--- src/sv/dds_pkg.sv ---
package dds_pkg;

   localparam logic [2:0] OP_SET_FREQ  = 3'd0;
   localparam logic [2:0] OP_SET_PHASE = 3'd1;
   localparam logic [2:0] OP_CONTROL   = 3'd2;
   localparam logic [2:0] OP_POWER     = 3'd3;
   localparam logic [2:0] OP_RESET_BIT = 3'd4;
   localparam logic [2:0] OP_WAVEFORM  = 3'd5;
   localparam logic [2:0] OP_BANK      = 3'd6;

   localparam logic [1:0] ARG_0 = 2'd0;
   localparam logic [1:0] ARG_1 = 2'd1;
   localparam logic [1:0] ARG_2 = 2'd2;

   localparam logic [31:0] MCLK_RESET   = 32'd24000000;
   localparam logic [13:0] CTRL_RESET   = 14'h2000;
   localparam logic [27:0] TW_MAX       = 28'hFFF_FFFF;
   localparam logic [15:0] FREQ_PRE_B0  = 16'h4000;
   localparam logic [15:0] FREQ_PRE_B1  = 16'h8000;
   localparam logic [15:0] PHASE_PRE_B0 = 16'hC000;
   localparam logic [15:0] PHASE_PRE_B1 = 16'hD000;
   localparam logic [13:0] PD_MASK      = 14'h00C0;
   localparam logic [13:0] RESET_MASK   = 14'h0100;
   localparam logic [13:0] BANK_MASK    = 14'h0C00;
   localparam logic [13:0] WAVE_CLR_ALL = 14'h3FDD;
   localparam logic [13:0] WAVE_CLR_OPB = 14'h3FDF;
   localparam logic [13:0] WAVE_CLR_TRI = 14'h3FFD;
   localparam logic [13:0] WAVE_TRI     = 14'h0002;
   localparam logic [13:0] WAVE_SQUARE  = 14'h0028;
   localparam logic [15:0] PHASE_LIMIT  = 16'd4096;
   localparam logic [11:0] PHASE_MAX    = 12'd4095;

   // one quotient bit per step: 32 frequency bits followed by 28 zeros
   localparam logic [5:0] DIV_LAST = 6'd59;

   typedef struct packed {
      logic [2:0]         operation;
      logic [31:0]        frequency_hz;
      logic signed [15:0] phase_value;
      logic [15:0]        control_value;
      logic [1:0]         small_argument;
   } req_type;

   typedef struct packed {
      logic [15:0] command_word;
      logic        last_word;
      logic [31:0] stored_frequency;
      logic [11:0] stored_phase;
      logic [13:0] control_shadow;
   } rsp_type;

   typedef struct packed {
      logic load_freq;
      logic exec_single;
      logic div_step;
      logic round;
      logic emit_low;
      logic emit_high;
   } cmd_type;

   typedef struct packed {
      logic out_free;
      logic freq_trivial;
   } status_type;

endpackage

--- src/sv/dds_datapath.sv ---
module dds_datapath (
   input  logic            clock,
   input  logic            reset,
   input  logic            csr_wr_en,
   input  logic [31:0]     csr_wr_data,
   input  dds_pkg::req_type req_data,
   input  dds_pkg::cmd_type cmd,
   output dds_pkg::status_type status,
   output logic            rsp_valid,
   input  logic            rsp_ready,
   output dds_pkg::rsp_type rsp_data
);
   import dds_pkg::*;

   logic [31:0] mclk_ff, mclk_in;
   logic [13:0] ctrl_ff, ctrl_in;
   logic        bank_ff, bank_in;
   logic [31:0] freq_ff, freq_in;
   logic [11:0] phase_ff, phase_in;
   logic [31:0] rem_ff, rem_in;
   logic [31:0] dvd_ff, dvd_in;
   logic [28:0] quot_ff, quot_in;
   logic [27:0] tw_ff, tw_in;
   logic        rsp_valid_ff, rsp_valid_in;
   rsp_type     rsp_ff, rsp_in;

   logic [32:0] rem_shift;
   logic        rem_ge;
   logic [28:0] tw_round;
   logic        round_up;
   logic [13:0] ctrl_new;
   logic        bank_new;
   logic [11:0] phase_new;
   logic [15:0] freq_pre;
   logic        trivial;

   assign trivial   = (req_data.frequency_hz == 32'd0) || (mclk_ff == 32'd0)
                      || (req_data.frequency_hz > mclk_ff);
   assign status.out_free     = !rsp_valid_ff || rsp_ready;
   assign status.freq_trivial = trivial;

   assign rem_shift = {rem_ff, dvd_ff[31]};
   assign rem_ge    = rem_shift >= {1'b0, mclk_ff};
   assign round_up  = {rem_ff, 1'b0} >= {1'b0, mclk_ff};
   assign tw_round  = quot_ff + {28'd0, round_up};
   assign freq_pre  = bank_ff ? FREQ_PRE_B1 : FREQ_PRE_B0;

   // clamp phase to 0..4095
   always_comb begin
      if (req_data.phase_value[15]) begin
         phase_new = 12'd0;
      end else if (req_data.phase_value >= PHASE_LIMIT) begin
         phase_new = PHASE_MAX;
      end else begin
         phase_new = req_data.phase_value[11:0];
      end
   end

   // shadow control word edits; unknown arguments leave it as it was
   always_comb begin
      ctrl_new = ctrl_ff;
      bank_new = bank_ff;
      unique case (req_data.operation)
         OP_CONTROL: begin
            ctrl_new = req_data.control_value[13:0];
         end
         OP_POWER: begin
            ctrl_new = (ctrl_ff & ~PD_MASK) | {6'd0, req_data.small_argument, 6'd0};
         end
         OP_RESET_BIT: begin
            if (req_data.small_argument == ARG_0) begin
               ctrl_new = ctrl_ff & ~RESET_MASK;
            end else if (req_data.small_argument == ARG_1) begin
               ctrl_new = ctrl_ff | RESET_MASK;
            end
         end
         OP_WAVEFORM: begin
            priority if (req_data.small_argument == ARG_0) begin
               ctrl_new = ctrl_ff & WAVE_CLR_ALL;
            end else if (req_data.small_argument == ARG_1) begin
               ctrl_new = (ctrl_ff & WAVE_CLR_OPB) | WAVE_TRI;
            end else if (req_data.small_argument == ARG_2) begin
               ctrl_new = (ctrl_ff & WAVE_CLR_TRI) | WAVE_SQUARE;
            end else begin
               ctrl_new = ctrl_ff;
            end
         end
         OP_BANK: begin
            if (req_data.small_argument == ARG_0) begin
               ctrl_new = ctrl_ff & ~BANK_MASK;
               bank_new = 1'b0;
            end else if (req_data.small_argument == ARG_1) begin
               ctrl_new = ctrl_ff | BANK_MASK;
               bank_new = 1'b1;
            end
         end
         default: begin
            ctrl_new = ctrl_ff;
         end
      endcase
   end

   always_comb begin
      mclk_in      = csr_wr_en ? csr_wr_data : mclk_ff;
      ctrl_in      = ctrl_ff;
      bank_in      = bank_ff;
      freq_in      = freq_ff;
      phase_in     = phase_ff;
      rem_in       = rem_ff;
      dvd_in       = dvd_ff;
      quot_in      = quot_ff;
      tw_in        = tw_ff;
      rsp_in       = rsp_ff;
      rsp_valid_in = rsp_valid_ff && !rsp_ready;

      if (cmd.load_freq) begin
         rem_in  = 32'd0;
         dvd_in  = req_data.frequency_hz;
         quot_in = 29'd0;
         if (req_data.frequency_hz == 32'd0) begin
            freq_in = 32'd0;
            tw_in   = 28'd0;
         end else if (trivial) begin
            freq_in = {1'b0, mclk_ff[31:1]};
            tw_in   = TW_MAX;
         end else begin
            freq_in = req_data.frequency_hz;
         end
      end

      if (cmd.div_step) begin
         rem_in  = rem_ge ? 32'(rem_shift - {1'b0, mclk_ff}) : rem_shift[31:0];
         dvd_in  = {dvd_ff[30:0], 1'b0};
         quot_in = {quot_ff[27:0], rem_ge};
      end

      if (cmd.round) begin
         tw_in = tw_round[28] ? TW_MAX : tw_round[27:0];
      end

      if (cmd.emit_low || cmd.emit_high) begin
         rsp_valid_in            = 1'b1;
         rsp_in.command_word     = freq_pre | {2'd0, cmd.emit_high ? tw_ff[27:14] : tw_ff[13:0]};
         rsp_in.last_word        = cmd.emit_high;
         rsp_in.stored_frequency = freq_ff;
         rsp_in.stored_phase     = phase_ff;
         rsp_in.control_shadow   = ctrl_ff;
      end

      if (cmd.exec_single) begin
         rsp_valid_in            = 1'b1;
         rsp_in.last_word        = 1'b1;
         rsp_in.stored_frequency = freq_ff;
         if (req_data.operation == OP_SET_PHASE) begin
            phase_in               = phase_new;
            rsp_in.command_word    = (bank_ff ? PHASE_PRE_B1 : PHASE_PRE_B0) | {4'd0, phase_new};
            rsp_in.stored_phase    = phase_new;
            rsp_in.control_shadow  = ctrl_ff;
         end else begin
            ctrl_in                = ctrl_new;
            bank_in                = bank_new;
            rsp_in.command_word    = {2'd0, ctrl_new};
            rsp_in.stored_phase    = phase_ff;
            rsp_in.control_shadow  = ctrl_new;
         end
      end
   end

   always_ff @(posedge clock) begin
      if (reset) begin
         mclk_ff      <= MCLK_RESET;
         ctrl_ff      <= CTRL_RESET;
         bank_ff      <= 1'b0;
         freq_ff      <= 32'd0;
         phase_ff     <= 12'd0;
         rsp_valid_ff <= 1'b0;
      end else begin
         mclk_ff      <= mclk_in;
         ctrl_ff      <= ctrl_in;
         bank_ff      <= bank_in;
         freq_ff      <= freq_in;
         phase_ff     <= phase_in;
         rsp_valid_ff <= rsp_valid_in;
      end
   end

   always_ff @(posedge clock) begin
      rem_ff  <= rem_in;
      dvd_ff  <= dvd_in;
      quot_ff <= quot_in;
      tw_ff   <= tw_in;
      rsp_ff  <= rsp_in;
   end

   assign rsp_valid = rsp_valid_ff;
   assign rsp_data  = rsp_ff;

endmodule

--- src/sv/dds_controller.sv ---
module dds_controller (
   input  logic                clock,
   input  logic                reset,
   input  logic                req_valid,
   output logic                req_ready,
   input  logic [2:0]          operation,
   input  dds_pkg::status_type status,
   output dds_pkg::cmd_type    cmd
);
   import dds_pkg::*;

   typedef enum logic [4:0] {
      ST_IDLE      = 5'b00001,
      ST_DIVIDE    = 5'b00010,
      ST_ROUND     = 5'b00100,
      ST_EMIT_LOW  = 5'b01000,
      ST_EMIT_HIGH = 5'b10000
   } state_type;

   state_type  state_ff, state_in;
   logic [5:0] step_ff, step_in;
   logic       accept;

   assign req_ready = (state_ff == ST_IDLE) && status.out_free;
   assign accept    = req_valid && req_ready;

   always_comb begin
      state_in = state_ff;
      step_in  = step_ff;
      cmd      = '0;
      unique case (state_ff)
         ST_IDLE: begin
            step_in = 6'd0;
            if (accept) begin
               if (operation == OP_SET_FREQ) begin
                  cmd.load_freq = 1'b1;
                  state_in      = status.freq_trivial ? ST_EMIT_LOW : ST_DIVIDE;
               end else if (operation <= OP_BANK) begin
                  cmd.exec_single = 1'b1;
               end
               // operation 7: drop the item
            end
         end
         ST_DIVIDE: begin
            cmd.div_step = 1'b1;
            step_in      = step_ff + 6'd1;
            if (step_ff == DIV_LAST) begin
               state_in = ST_ROUND;
            end
         end
         ST_ROUND: begin
            cmd.round = 1'b1;
            state_in  = ST_EMIT_LOW;
         end
         ST_EMIT_LOW: begin
            if (status.out_free) begin
               cmd.emit_low = 1'b1;
               state_in     = ST_EMIT_HIGH;
            end
         end
         ST_EMIT_HIGH: begin
            if (status.out_free) begin
               cmd.emit_high = 1'b1;
               state_in      = ST_IDLE;
            end
         end
         default: begin
            state_in = ST_IDLE;
         end
      endcase
   end

   always_ff @(posedge clock) begin
      if (reset) begin
         state_ff <= ST_IDLE;
         step_ff  <= 6'd0;
      end else begin
         state_ff <= state_in;
         step_ff  <= step_in;
      end
   end

endmodule

--- src/sv/dds_command_word_generator_top.sv ---
// Set-frequency: the restoring divider in the datapath (60 steps, one quotient bit
// each) then a rounding step and two output words; a zero or out-of-range frequency
// skips the divider and the rounding. Operation 7 is dropped. Other commands: one word,
// loaded into the output register at accept; 1 per cycle while the output is not stalled.
// Synchronous active-high reset: control word 0x2000, bank 0, stored frequency and
// phase zero, master clock 24000000, output register empty.
module dds_command_word_generator_top (
   input  logic             clock,
   input  logic             reset,
   input  logic             csr_wr_en,
   input  logic [31:0]      csr_wr_data,
   input  logic             req_valid,
   output logic             req_ready,
   input  dds_pkg::req_type req_data,
   output logic             rsp_valid,
   input  logic             rsp_ready,
   output dds_pkg::rsp_type rsp_data
);
   import dds_pkg::*;

   cmd_type    cmd;
   status_type status;

   dds_controller u_controller (
      .clock     (clock),
      .reset     (reset),
      .req_valid (req_valid),
      .req_ready (req_ready),
      .operation (req_data.operation),
      .status    (status),
      .cmd       (cmd)
   );

   dds_datapath u_datapath (
      .clock       (clock),
      .reset       (reset),
      .csr_wr_en   (csr_wr_en),
      .csr_wr_data (csr_wr_data),
      .req_data    (req_data),
      .cmd         (cmd),
      .status      (status),
      .rsp_valid   (rsp_valid),
      .rsp_ready   (rsp_ready),
      .rsp_data    (rsp_data)
   );

endmodule

--- config.mk ---
export PLATFORM = sky130hd
export DESIGN_NAME = dds_command_word_generator_top
export DESIGN_NICKNAME = d
export VERILOG_FILES = /design/src/sv/dds_pkg.sv /design/src/sv/dds_datapath.sv /design/src/sv/dds_controller.sv /design/src/sv/dds_command_word_generator_top.sv
export SDC_FILE = /design/constraint.sdc
export NUM_CORES = 1
export LEC_CHECK = 0
export CAP_MARGIN = 20
export CORE_MARGIN = 4
export CORE_UTILIZATION = 40
export DETAILED_ROUTE_END_ITERATION = 8
export DONT_BUFFER_PORTS = 1
export PLACE_DENSITY_LB_ADDON = 0.25
export SLEW_MARGIN = 20
export SYNTH_ARGS = -nofsm -noshare
export SYNTH_HDL_FRONTEND = slang
export SYNTH_SLANG_ARGS = --single-unit
--- constraint.sdc ---
create_clock -name clock -period 5.9 [get_ports clock]
set_clock_uncertainty 0.1 [all_clocks]
set_input_delay 1.18 -clock clock [delete_from_list [all_inputs] [get_ports clock]]
set_output_delay 1.18 -clock clock [all_outputs]
set_load 0.02 [all_outputs]
==> impl_metrics.csv <==
group,metric,value,unit
floorplanning,fp-row-count,71,
timing,post-route-period-util,0.744,
timing,setup_viol,0,
floorplanning,start_util,0.405,
logic_synthesis,synth_cells,1490,
logic_synthesis,ys_seq_area_frac,0.520,
floorplanning,io_pins,183,
setup_path,worstPathArrival,4.55,ns
routing,ant_nets,0,
routing,wl_per_cell,19.6,um
global_route,grt_overflow,0,
clock_tree,cts.sinks,299,
run_status,outcome,"complete, no violations",
clock_tree,clockRootBuffer,"clkbuf_16",
pwr,p_clk_frac,0.403,
setup_path,slowest_delay,0.43,ns
run,drv_cap,0,
pwr,swShare,0.250,
floorplanning,die_x,203,um
placement,gp_congestion,0.913,
timing,slew_viol_final,0,
global_route,grt_max_degree,69,
clock_tree,numCtsBuffers,31,
timing,relSlewSlack,0.357,
routing,vias,11100,
pwr,p_seq_frac,0.500,
logic_synthesis,synth_edf_count,194,
setup_path,crit_chain,"inv_1 -> ha_1 -> a21oi_1 -> o21ai_0 -> a22o_1 -> nor2_1 -> o31ai_1 -> a211o_1 -> ha_1 -> nand4_1 -> nor2_1 -> nand2_1 -> nor4_1 -> buf_4 -> nand3_1 -> xnor2_1 -> nor2_1 -> buf_4 -> a21oi_1",
floorplanning,dieHeight,203,um
logic_synthesis,synth.top_cell.area_share,0.382,
setup_path,endpoint,"u_datapath.tw_ff[12]",
clock_tree,cts-htree-levels,1,
logic_synthesis,syn-cell-area,15200,um^2
setup_path,crit_top_cell,"nor2_1",
setup_path,cp_max_fo,16,
clock_tree,hold_buffers,0,
setup_path,path_delay_family,"compound AO/OA/AOI/OAI gates",
logic_synthesis,synth_ff_type,"edfxtp_1",
routing,drc,0,
logic_synthesis,synth_cell_types,64,
clock_tree,clock_path_buffers,3,
routing,avgViaCountPerCell,5.57,
finish,areaGrowthSynthToFinish,9.60,%
pwr,p_int,3650,uW
routing,drtIter0Drc,752,
pwr,p_leak,0.00614,uW
timing,min_period,4.39,ns
setup_path,slowest_stage,"dfxtp_1",
timing,max_freq,0.228,GHz
placement,dp_hpwl,28.2,mm
setup_path,path_buf_inv,3,
timing,worst_slew_pin_slew,0.964,ns
global_route,grt_pass1_vias,10400,
setup_path,worstRegToRegCells,19,
logic_synthesis,synth_area_leaders,"edfxtp_1, dfxtp_1, ha_1",
logic_synthesis,async_flop_share,0,
pwr,power,4870,uW
setup_path,critical_path.startpoint,"u_datapath.mclk_ff[14]",
clock_tree,clkLatencyLatePin,0.57,ns
clock_tree,cts_setup_buffers,0,
floorplanning,die-area,41300,um^2
setup_path,r2r-end,"u_datapath.tw_ff[12]",
timing,fin_hold_ws,0.342,ns
finish,fillCellCount,3526,
min_path,min_path_type,"flip-flop to flip-flop",
logic_synthesis,synth_top_area_cell,"edfxtp_1",
pwr,switchingPower,1220,uW
global_route,grt_usage,0.181,
pwr,comb_power_share,0.096,
clock_tree,postCtsResizedCells,0,
pwr,power_density,292,nW/um^2
pwr,peakVddDrop,0.201,mV
global_route,grt_pass1_wl,60.3,mm
setup_path,crit_type,"flip-flop to flip-flop",
clock_tree,cts_tree,"done",
clock_tree,clkTransAtPathRegs,0.07,ns
floorplanning,core,37600,um^2
setup_path,worst_setup_path_start_kind,"flip-flop",
timing,finalSetupTns,0,ns
timing,rsz0062_at_grt,"false",
setup_path,cp-end-kind,"flip-flop",
setup_path,r2r_start,"u_datapath.mclk_ff[14]",
timing,hold_violations,0,
logic_synthesis,synth_area_per_cell,10.2,um^2
logic_synthesis,synth_nets,1664,
global_route,antenna_found_initial,5,
routing,dr.pass1.iters,5,
setup_path,path_depth,19,
logic_synthesis,ys_ff_latch,299,
setup_path,ff2ff_setup_slack,1.51,ns
finish,drive_gt1_frac,0.0575,
logic_synthesis,yosysWarnings,0,
routing,routed_wl,39.1,mm
placement,io_buffers,0,
setup_path,required,6.07,ns
finish,nNetsFinal,1628,
sequential cells by signal, summed over array words and instances, names as in the netlist:
register               cells
u_datapath.rsp_data       75
u_datapath.dvd_ff         32
u_datapath.freq_ff        32
u_datapath.mclk_ff        32
u_datapath.rem_ff         32
u_datapath.quot_ff        29
u_datapath.tw_ff          28
u_datapath.ctrl_ff        14
u_datapath.phase_ff       12
u_controller.step_ff       6
u_controller.state_ff      5
u_datapath.bank_ff         1
u_datapath.rsp_valid       1
cell families (layout without fill, tap and decap cells):
kind of cell,count (synthesis),in the layout,synth area share
simple gates,503,503,0.162
compound gates,357,357,0.144
flops,299,299,0.520
buf+inv,133,121,0.0351
mux,82,82,0.0539
fa+ha+maj,68,68,0.0563
xor+xnor,48,48,0.0276
other cells,0,5,0
cells in the mapped netlist (3+ instances only):
cell       count
a2111oi_0      3
a211o_1        4
a211oi_1      12
a21o_1        16
a21oi_1      129
a221o_1        3
a22o_1        31
a31oi_1        8
and2_1        29
and3_1        10
and4_1         6
buf_1          5
buf_2          5
buf_4          4
clkbuf_1      65
dfxtp_1      105
edfxtp_1     194
ha_1          67
inv_1         52
mux2i_1       82
nand2_1      158
nand2b_1       9
nand3_1       39
nand3b_1       6
nand4_1       21
nor2_1       109
nor2b_1       42
nor3_1        22
nor3b_1        3
nor4_1        19
o211ai_1      16
o21a_1         4
o21ai_0       90
o221ai_1       6
o22ai_1        9
o31a_1         3
or2_2         12
or3_1          7
or3b_1         3
xnor2_1       23
xor2_1        25
worst min-delay path by stage:
stage / cells after the start / end / start
4_1_cts: 2 / u_datapath.freq_ff[11] / u_datapath.freq_ff[11]
2_1_floorplan: 2 / u_datapath.freq_ff[0] / u_datapath.freq_ff[0]
5_1_grt: 2 / u_datapath.freq_ff[11] / u_datapath.freq_ff[11]
6_report: 2 / u_datapath.freq_ff[11] / u_datapath.freq_ff[11]
3_5_place_dp: 2 / u_datapath.freq_ff[11] / u_datapath.freq_ff[11]
3_3_place_gp: 2 / u_datapath.freq_ff[22] / u_datapath.freq_ff[22]
power groups by stage:
stage          logic, uW  clock network [uW]  registers (uW)
2_1_floorplan        375                   0            2460
6_report             468                1970            2440
4_1_cts              469                2020            2440
3_3_place_gp         459                   0            2480
5_1_grt              525                2110            2440
3_5_place_dp         466                   0            2480
through the flow:
stage | instance area [um^2] | setup WS [ns] | std cells | utilization
after floorplan | 15200 | 1.52 | 1490 | -
after global placement | 15700 | 1.60 | 1932 | 0.417
after detailed placement | 15700 | 1.55 | 1932 | 0.417
after CTS | 16700 | 1.52 | 1989 | 0.444
after global routing | 16700 | 1.16 | 1994 | 0.444
final | 16700 | 1.51 | 1994 | 0.444
per-layer routing:
metal,track usage,share of wire,vias to the layer above
met5,0,0,-
li1,-,-,5381
met3,0.0308,0.058,68
met2,0.276,0.44,301
met4,0.0662,0.031,0
met1,0.259,0.47,5350
worst register-to-register path: stages, from the launching register on:
cell and delay, ns:
dfxtp_1 0.43, inv_1 0.16, ha_1 0.42, a21oi_1 0.12, o21ai_0 0.37, a22o_1 0.27, nor2_1 0.09, o31ai_1 0.11
a211o_1 0.22, ha_1 0.20, nand4_1 0.12, nor2_1 0.19, nand2_1 0.12, nor4_1 0.27, buf_4 0.19, nand3_1 0.11
xnor2_1 0.14, nor2_1 0.13, buf_4 0.23, a21oi_1 0.09
cells in the final DEF (no fill, tap or decap), types with 31 or more instances in the layout:
master and count:
ha_1 67, nand2_1 156, edfxtp_1 194, nand3_1 39, a21oi_1 129, clkbuf_16 33, nor2_1 106, a22o_1 31
dfxtp_1 105, o21ai_0 90, mux2i_1 82, inv_1 51, nor2b_1 41
final cells by class:
class,instances,area [um^2],share of cell area
diodes,5,12.5,0.000749
clock buffers,41,866,0.0519
clock inverters,16,151,0.00907
inverters,52,195,0.0117
multi-input cells,1058,6820,0.408
flip-flops and latches,299,7930,0.475
well taps,511,639,0.0383
repair buffers,12,90.1,0.00539
No activity file was read; power rests on OpenSTA's default activity.
